File: src/rtl/markup_and_uuencode_discard_filter_defines.svh
// ----------------------------------------------------------------------------
// markup and uuencode discard filter: assertion macros
// concurrent checks on clk, disabled while rst_n is low
// ----------------------------------------------------------------------------
`ifndef MARKUP_AND_UUENCODE_DISCARD_FILTER_DEFINES_SVH
`define MARKUP_AND_UUENCODE_DISCARD_FILTER_DEFINES_SVH

`ifndef SYNTHESIS

`define MUDF_ASSERT(lbl, prop) \
  lbl: assert property (@(posedge clk) disable iff (!rst_n) prop) \
    else $error("mudf assertion failed");

`define MUDF_NEVER(lbl, expr) \
  lbl: assert property (@(posedge clk) disable iff (!rst_n) !(expr)) \
    else $error("mudf forbidden condition");

`else

`define MUDF_ASSERT(lbl, prop)

`define MUDF_NEVER(lbl, expr)

`endif

`endif

File: src/rtl/mudf_pkg.sv
// ----------------------------------------------------------------------------
// mudf_pkg
// shared types and constants of the markup and uuencode discard filter
// ----------------------------------------------------------------------------
`default_nettype none

package mudf_pkg;

  localparam int unsigned BYTE_W  = 8;
  localparam int unsigned STATE_W = 4;

  typedef logic [BYTE_W-1:0]  byte_t;
  typedef logic [STATE_W-1:0] state_t;

  // uuencode automaton states
  localparam state_t UU_IDLE   = 4'd0;
  localparam state_t UU_B      = 4'd1;
  localparam state_t UU_E      = 4'd2;
  localparam state_t UU_G      = 4'd3;
  localparam state_t UU_I      = 4'd4;
  localparam state_t UU_N      = 4'd5;
  localparam state_t UU_SP1    = 4'd6;
  localparam state_t UU_D1     = 4'd7;
  localparam state_t UU_D2     = 4'd8;
  localparam state_t UU_D3     = 4'd9;
  localparam state_t UU_EOL    = 4'd10;
  localparam state_t UU_LSTART = 4'd11;
  localparam state_t UU_LINE   = 4'd12;

  // markup automaton states
  localparam state_t TG_TEXT   = 4'd0;
  localparam state_t TG_TAG    = 4'd1;
  localparam state_t TG_SQUOTE = 4'd4;
  localparam state_t TG_DQUOTE = 4'd5;

  localparam state_t UU_SKIP_FROM = UU_LSTART;

  // characters
  localparam byte_t CH_NL     = 8'h0a;
  localparam byte_t CH_SPACE  = 8'h20;
  localparam byte_t CH_DQUOTE = 8'h22;
  localparam byte_t CH_SQUOTE = 8'h27;
  localparam byte_t CH_0      = 8'h30;
  localparam byte_t CH_7      = 8'h37;
  localparam byte_t CH_LT     = 8'h3c;
  localparam byte_t CH_GT     = 8'h3e;
  localparam byte_t CH_M      = 8'h4d;
  localparam byte_t CH_BQUOTE = 8'h60;
  localparam byte_t CH_B      = 8'h62;
  localparam byte_t CH_E      = 8'h65;
  localparam byte_t CH_G      = 8'h67;
  localparam byte_t CH_I      = 8'h69;
  localparam byte_t CH_N      = 8'h6e;

  typedef struct packed {
    logic   keep;
    state_t next_state;
  } step_res_t;

endpackage

`default_nettype wire

File: src/rtl/mudf_step.sv
// ----------------------------------------------------------------------------
// mudf_step
// next-state and keep decision of both automata for one byte
// ----------------------------------------------------------------------------
`default_nettype none

module mudf_step
  import mudf_pkg::*;
(
  input  wire logic      markup_mode,
  input  wire state_t    cur_state,
  input  wire logic      new_part,
  input  wire byte_t     data_byte,
  output step_res_t      res
);

  state_t raw_s;
  state_t s;
  state_t uu_nxt;
  state_t tg_nxt;
  logic   is_octal;

  assign raw_s    = new_part ? UU_IDLE : cur_state;
  assign is_octal = (data_byte >= CH_0) && (data_byte <= CH_7);

  // unused codes of the selected automaton act as state zero
  always_comb begin
    s = raw_s;
    if (markup_mode) begin
      if (!(raw_s inside {TG_TEXT, TG_TAG, TG_SQUOTE, TG_DQUOTE})) begin
        s = TG_TEXT;
      end
    end else begin
      if (raw_s > UU_LINE) begin
        s = UU_IDLE;
      end
    end
  end

  always_comb begin
    case (s)
      UU_IDLE:   uu_nxt = (data_byte == CH_B) ? UU_B : UU_IDLE;
      UU_B:      uu_nxt = (data_byte == CH_E) ? UU_E : UU_IDLE;
      UU_E:      uu_nxt = (data_byte == CH_G) ? UU_G : UU_IDLE;
      UU_G:      uu_nxt = (data_byte == CH_I) ? UU_I : UU_IDLE;
      UU_I:      uu_nxt = (data_byte == CH_N) ? UU_N : UU_IDLE;
      UU_N:      uu_nxt = (data_byte == CH_SPACE) ? UU_SP1 : UU_IDLE;
      UU_SP1:    uu_nxt = is_octal ? UU_D1 : UU_IDLE;
      UU_D1:     uu_nxt = is_octal ? UU_D2 : UU_IDLE;
      UU_D2:     uu_nxt = is_octal ? UU_D3 : UU_IDLE;
      UU_D3:     uu_nxt = (data_byte == CH_SPACE) ? UU_EOL : UU_IDLE;
      UU_EOL:    uu_nxt = (data_byte == CH_NL) ? UU_LSTART : UU_EOL;
      UU_LSTART: uu_nxt = (data_byte == CH_M) ? UU_LINE : UU_IDLE;
      default: begin
        uu_nxt = (data_byte inside {[CH_SPACE:CH_BQUOTE]}) ? UU_LINE : UU_LSTART;
      end
    endcase
  end

  always_comb begin
    case (s)
      TG_TEXT: tg_nxt = (data_byte == CH_LT) ? TG_TAG : TG_TEXT;
      TG_TAG: begin
        if (data_byte == CH_SQUOTE) begin
          tg_nxt = TG_SQUOTE;
        end else if (data_byte == CH_DQUOTE) begin
          tg_nxt = TG_DQUOTE;
        end else if (data_byte == CH_GT) begin
          tg_nxt = TG_TEXT;
        end else begin
          tg_nxt = TG_TAG;
        end
      end
      TG_SQUOTE: tg_nxt = (data_byte == CH_SQUOTE) ? TG_TAG : TG_SQUOTE;
      default:   tg_nxt = (data_byte == CH_DQUOTE) ? TG_TAG : TG_DQUOTE;
    endcase
  end

  always_comb begin
    if (markup_mode) begin
      res.keep       = (s == TG_TEXT);
      res.next_state = tg_nxt;
    end else begin
      res.keep       = (s < UU_SKIP_FROM);
      res.next_state = uu_nxt;
    end
  end

endmodule

`default_nettype wire

File: src/rtl/markup_and_uuencode_discard_filter.sv
// ----------------------------------------------------------------------------
// markup_and_uuencode_discard_filter
// byte stream filter that drops uuencoded bodies or markup tags
// ----------------------------------------------------------------------------
// usage
//   in_*   : one text byte per transfer, in_tdata = data_byte, in_tuser = new_part
//            (restarts the automaton before this byte)
//   out_*  : one transfer per kept byte, dropped bytes produce nothing
//   cfg_*  : markup_mode, 0 uuencode automaton, 1 tag automaton; write only
//            while the stream is idle, the automaton state is not cleared
// latency: a byte taken at edge n is offered on out_* after edge n+1
// throughput: one byte per cycle; the state update of the step function
//   sits between the input register and the output register
// reset: rst_n low clears both registers' valid flags, the automaton state
//   and markup_mode
// stall: a kept byte waits in the output register; the input register then
//   holds its byte and in_tready falls once both are full; dropped bytes
//   still drain while the output waits
// ----------------------------------------------------------------------------
`default_nettype none

`include "markup_and_uuencode_discard_filter_defines.svh"

module markup_and_uuencode_discard_filter
  import mudf_pkg::*;
(
  input  wire logic       clk,
  input  wire logic       rst_n,

  input  wire logic       cfg_wr_en,
  input  wire logic       cfg_wr_data,   // markup_mode

  input  wire logic       in_tvalid,
  output logic            in_tready,
  input  wire logic [7:0] in_tdata,      // [7:0] data_byte
  input  wire logic       in_tuser,      // [0] new_part

  output logic            out_tvalid,
  input  wire logic       out_tready,
  output logic [7:0]      out_tdata      // [7:0] kept_byte
);

  logic      mode_r;
  state_t    scan_state_r;
  state_t    scan_state_nxt;

  logic      s1_valid_r;
  byte_t     s1_byte_r;
  logic      s1_new_part_r;

  logic      out_valid_r;
  logic      out_valid_nxt;
  byte_t     out_byte_r;

  step_res_t res;
  logic      out_free;
  logic      s1_adv;
  logic      in_xfer;

  mudf_step u_step (
    .markup_mode (mode_r),
    .cur_state   (scan_state_r),
    .new_part    (s1_new_part_r),
    .data_byte   (s1_byte_r),
    .res         (res)
  );

  assign out_free  = !out_valid_r || out_tready;
  assign s1_adv    = s1_valid_r && (!res.keep || out_free);
  assign in_tready = !s1_valid_r || s1_adv;
  assign in_xfer   = in_tvalid && in_tready;

  assign scan_state_nxt = s1_adv ? res.next_state : scan_state_r;

  always_comb begin
    out_valid_nxt = out_valid_r;
    if (out_tready) begin
      out_valid_nxt = 1'b0;
    end
    if (s1_adv && res.keep) begin
      out_valid_nxt = 1'b1;
    end
  end

  always_ff @(posedge clk) begin
    if (!rst_n) begin
      mode_r       <= 1'b0;
      scan_state_r <= UU_IDLE;
      s1_valid_r   <= 1'b0;
      out_valid_r  <= 1'b0;
    end else begin
      if (cfg_wr_en) begin
        mode_r <= cfg_wr_data;
      end
      scan_state_r <= scan_state_nxt;
      if (in_xfer) begin
        s1_valid_r <= 1'b1;
      end else if (s1_adv) begin
        s1_valid_r <= 1'b0;
      end
      out_valid_r <= out_valid_nxt;
    end
  end

  always_ff @(posedge clk) begin
    if (in_xfer) begin
      s1_byte_r     <= in_tdata;
      s1_new_part_r <= in_tuser;
    end
    if (s1_adv && res.keep) begin
      out_byte_r <= s1_byte_r;
    end
  end

  assign out_tvalid = out_valid_r;
  assign out_tdata  = out_byte_r;

  `MUDF_NEVER(a_state_in_range, scan_state_r > UU_LINE)
  `MUDF_ASSERT(a_keep_loads_out, (s1_adv && res.keep) |=> out_valid_r)
  `MUDF_ASSERT(a_blocked_holds, (s1_valid_r && !s1_adv) |=>
    (s1_valid_r && $stable(scan_state_r) && $stable(s1_byte_r)))

endmodule

`default_nettype wire
File: config.mk
export PLATFORM = sky130hd
export DESIGN_NAME = markup_and_uuencode_discard_filter
export DESIGN_NICKNAME = d
export VERILOG_FILES = /design/src/rtl/mudf_pkg.sv /design/src/rtl/mudf_step.sv /design/src/rtl/markup_and_uuencode_discard_filter.sv
export VERILOG_INCLUDE_DIRS = /design/src /design/src/rtl
export SDC_FILE = /design/constraint.sdc
export NUM_CORES = 1
export LEC_CHECK = 0
export BUFFER_PORTS_ARGS = -buffer_cell sky130_fd_sc_hd__buf_2
export CAP_MARGIN = 0
export CORE_AREA = 8 8 64 66
export CTS_CLUSTER_DIAMETER = 120
export DETAILED_ROUTE_END_ITERATION = 6
export DIE_AREA = 0 0 72 74
export PLACE_DENSITY = 0.73
export SYNTH_ARGS = -nofsm -noshare
export SYNTH_HDL_FRONTEND = slang
export SYNTH_SLANG_ARGS = --single-unit
File: constraint.sdc
create_clock -name clk -period 2.6 [get_ports clk]
set_input_delay 0.26 -clock clk [delete_from_list [all_inputs] [get_ports clk]]
set_output_delay 0.26 -clock clk [all_outputs]
set_load 0.02 [all_outputs]
==> metrics.md <==
| Metric | Value |
|---|---|
| Synth cell types | `49` |
| RSZ-0062 raised after global routing | `no` |
| Fin. Hold Viols | `0` |
| Internal | `0.646 mW` |
| P_sw | `0.212 mW` |
| Hold EP | `s1_byte_r[2]` |
| Hold Slack | `106 ps` |
| DRC | `0` |
| Register area share after synthesis | `0.439` |
| Syn avg cell area | `9.56 sq um` |
| Num ports | `25` |
| Worst setup path category | `reg2out` |
| Area leader, netlist | `edfxtp_1` |
| Static leakage | `0.654 nW` |
| Max Slew Vio Count | `0` |
| Max Cap Violations | `0` |
| CTS Root Cell | `clkbuf_4` |
| Total Routing Usage GR | `0.139` |
| Worst vdd rail ir drop | `0.352 mV` |
| Setup WS pre-CTS | `239 ps` |
| Core Box Area | `3180 sq um` |
| TritonRoute pass-1 iters | `4` |
| Worst Setup Slack, final | `220 ps` |
| DR vias | `1,388` |
| Worst R2R Setup Slack | `220 ps` |
| FMAX | `420 MHz` |
| EDFF count, synth | `17` |
| Final wirelength | `3.70 mm` |
| Net Sw Frac | `0.247` |
| Cells after Synth | `155` |
| Worst slew margin | `0.630` |
| Routability Congestion | `0.993` |
| CP max FO | `5` |
| CP Capture Type | `output pin` |
| H-tree depth | `1` |
| FILL cells | `288` |
| Detail Route Antenna Nets | `0` |
| Worst flop-to-flop path startpoint | `s1_byte_r[1]` |
| # setup viols final | `0` |
| TritonCTS Buffers | `3` |
| First-pass GRT wire length | `5.99 mm` |
| Setup tns final | `0 ps` |
| Rows | `21` |
| Most frequent cells in the layout | `24 x buf_2, 17 x edfxtp_1, 13 x nor2_1, 13 x buf_4, 11 x a21oi_1` |
| Mapped Area | `1480 sq um` |
| Largest net degree at the start of global routing | `17` |
| Post-CTS resize count | `0` |
| Slowest cell on crit path | `or3b_2` |
| Diode count | `0` |
| Commonest non-fill, non-tap cell in the layout | `buf_2` |
| Clk buf depth | `2` |
| Hold_buf cts | `0` |
| Die Wd | `72 microns` |
| Startpoint types | `register` |
| Hold path depth | `1` |
| Area grow syn2layout | `19.8%` |
| Fin nets | `204` |
| Final period util | `0.915` |
| Layout cell share with drive strength beyond 1 | `0.282` |
| Power Dens Cells | `483 nW/um^2` |
| Asr flop ratio synth | `0` |
| Sequential power share | `0.521` |
| Clock transition at path regs | `140 ps` |
| Die Height | `74 microns` |
| Syn. warnings | `0` |
| Worst-Margin Slew | `548 ps` |
| Worst Reg2Reg Path Length in Cells | `6` |
| Dpl hpwl | `2.76 mm` |
| Synth Flop Type | `edfxtp_1` |
| Initial Utilization | `0.466` |
| Clock power frac | `0.321` |
| DR WL/cell | `15.8 microns` |
| Setup Fix Bufs, Post-CTS | `0` |
| Die ar. | `5330 sq um` |
| Clock period minus worst slack | `2380 ps` |
| Fin Clk Skew | `7.60 ps` |
| Critical path startpoint | `scan_state_r[2]` |
| Area fraction of the dominant cell type after synthesis | `0.345` |
| First DRT Iteration DRCs | `169` |
| DR vias/cell | `5.93` |
| CTS tree | `done` |
| Initial antenna violation count | `0` |
| Vias in the first global route | `1,314` |
| Final Power | `0.858 mW` |
| Comb pwr share | `0.158` |
| Final core occ | `0.558` |
| Overflow left after global routing | `0` |
| CP arrival | `2120 ps` |
| FF+latch count, synth | `24` |
| Worst r2r dst | `scan_state_r[2]` |
| Hold crit path type | `in2reg` |
| Worst Min Path Start | `in_tdata[2]` |
| CTS Sinks | `24` |
| Worst EP required | `2340 ps` |
| Critical path cell sequence | `or3b_2 -> o22a_1 -> a21oi_1 -> nand2b_1 -> or2_2 -> buf_2` |
| Worst-Skew Late Latency | `320 ps` |
| Outcome | `finished clean` |
| Syn nets | `170` |
| Port Buf Inserts | `24` |
| Largest stage delay on the critical path | `530 ps` |
| Top area cells in the synthesized netlist | `edfxtp_1 34%, dfxtp_1 9.5%, nor2b_1 3.8%, a21oi_1 3.7%, nor2_1 3.3%` |
-- worst max-delay path by stage --
| stage | endpoint | slack (ps) | depth (start not counted) |
|---|---|---|---|
| final | in_tready | 220 | 6 |
| after global routing | scan_state_r[2] | 100 | 6 |
| after CTS | in_tready | 210 | 6 |
| after detailed placement | scan_state_r[2] | 240 | 6 |
| after global placement | scan_state_r[2] | 310 | 6 |
| after floorplan | out_tdata[0] | 210 | 5 |
-- per-layer routing --
layer	GRT usage	share of wire
met1	0.165	0.43
met2	0.239	0.48
met3	0.0337	0.072
met4	0.0499	0.014
met5	0	0
-- logic make-up after synthesis --
| family | Yosys count | synth area share |
|---|---|---|
| buf+inv | 12 | 0.0338 |
| compound gates | 38 | 0.171 |
| simple gates | 78 | 0.336 |
| flops | 24 | 0.439 |
| mux | 2 | 0.0144 |
| xor+xnor | 1 | 0.00591 |
-- sequential cells by signal, summed over array words and instances (netlist names) --
register and flops:
out_tvalid 1, s1_valid_r 1, scan_state_r 4, mode_r 1
s1_byte_r 8, s1_new_part_r 1, out_tdata 8
-- worst max-delay path: cells and delay by family (launching register included) --
kind | cells | cell delay (ps)
and+or+nand+nor | 3 | 820
AOI/OAI and AO/OA | 2 | 470
DFF | 1 | 340
buffers and inverters | 1 | 160
-- power groups by stage --
stage / clock [mW] / sequential [mW] / combinational [mW]
after floorplan: 0 / 0.464 / 0.0711
after global placement: 0 / 0.454 / 0.131
after detailed placement: 0 / 0.455 / 0.133
after CTS: 0.279 / 0.447 / 0.134
after global routing: 0.290 / 0.449 / 0.148
final: 0.275 / 0.447 / 0.136
-- stage by stage --
| step | area (sq um) | instances |
|---|---|---|
| 3_3_place_gp | 1720 | 230 |
| 3_5_place_dp | 1720 | 230 |
| 5_1_grt | 1770 | 234 |
| 4_1_cts | 1770 | 234 |
| 2_1_floorplan | 1480 | 155 |
| 6_report | 1770 | 234 |
-- Yosys cell counts (all sizes together), types with 2 or more instances --
master / number
nand3: 4
nand3b: 3
buf: 3
nor4b: 3
nand2b: 5
o211ai: 3
or2: 2
edfxtp: 17
clkbuf: 5
nor3b: 5
inv: 4
nor2b: 9
dfxtp: 7
nand4: 3
or3b: 2
or3: 3
nand2: 6
o21a: 3
or4b: 2
o31ai: 3
and3: 2
o21ai: 7
and4bb: 2
nor2: 13
nand4b: 2
a21oi: 11
nor3: 6
a31oi: 2
-- cell type report --
class,instances,area [sq um],share of cell area
Tap cell,46,57.6,0.0324
Clock buffer,3,22.5,0.0127
Inverter,4,15.0,0.00846
Multi-Input combinational cell,119,781,0.440
Clock inverter,1,30.0,0.0169
Timing Repair Buffer,37,218,0.123
Sequential cell,24,651,0.367
Power figures use the tool's default switching activity.
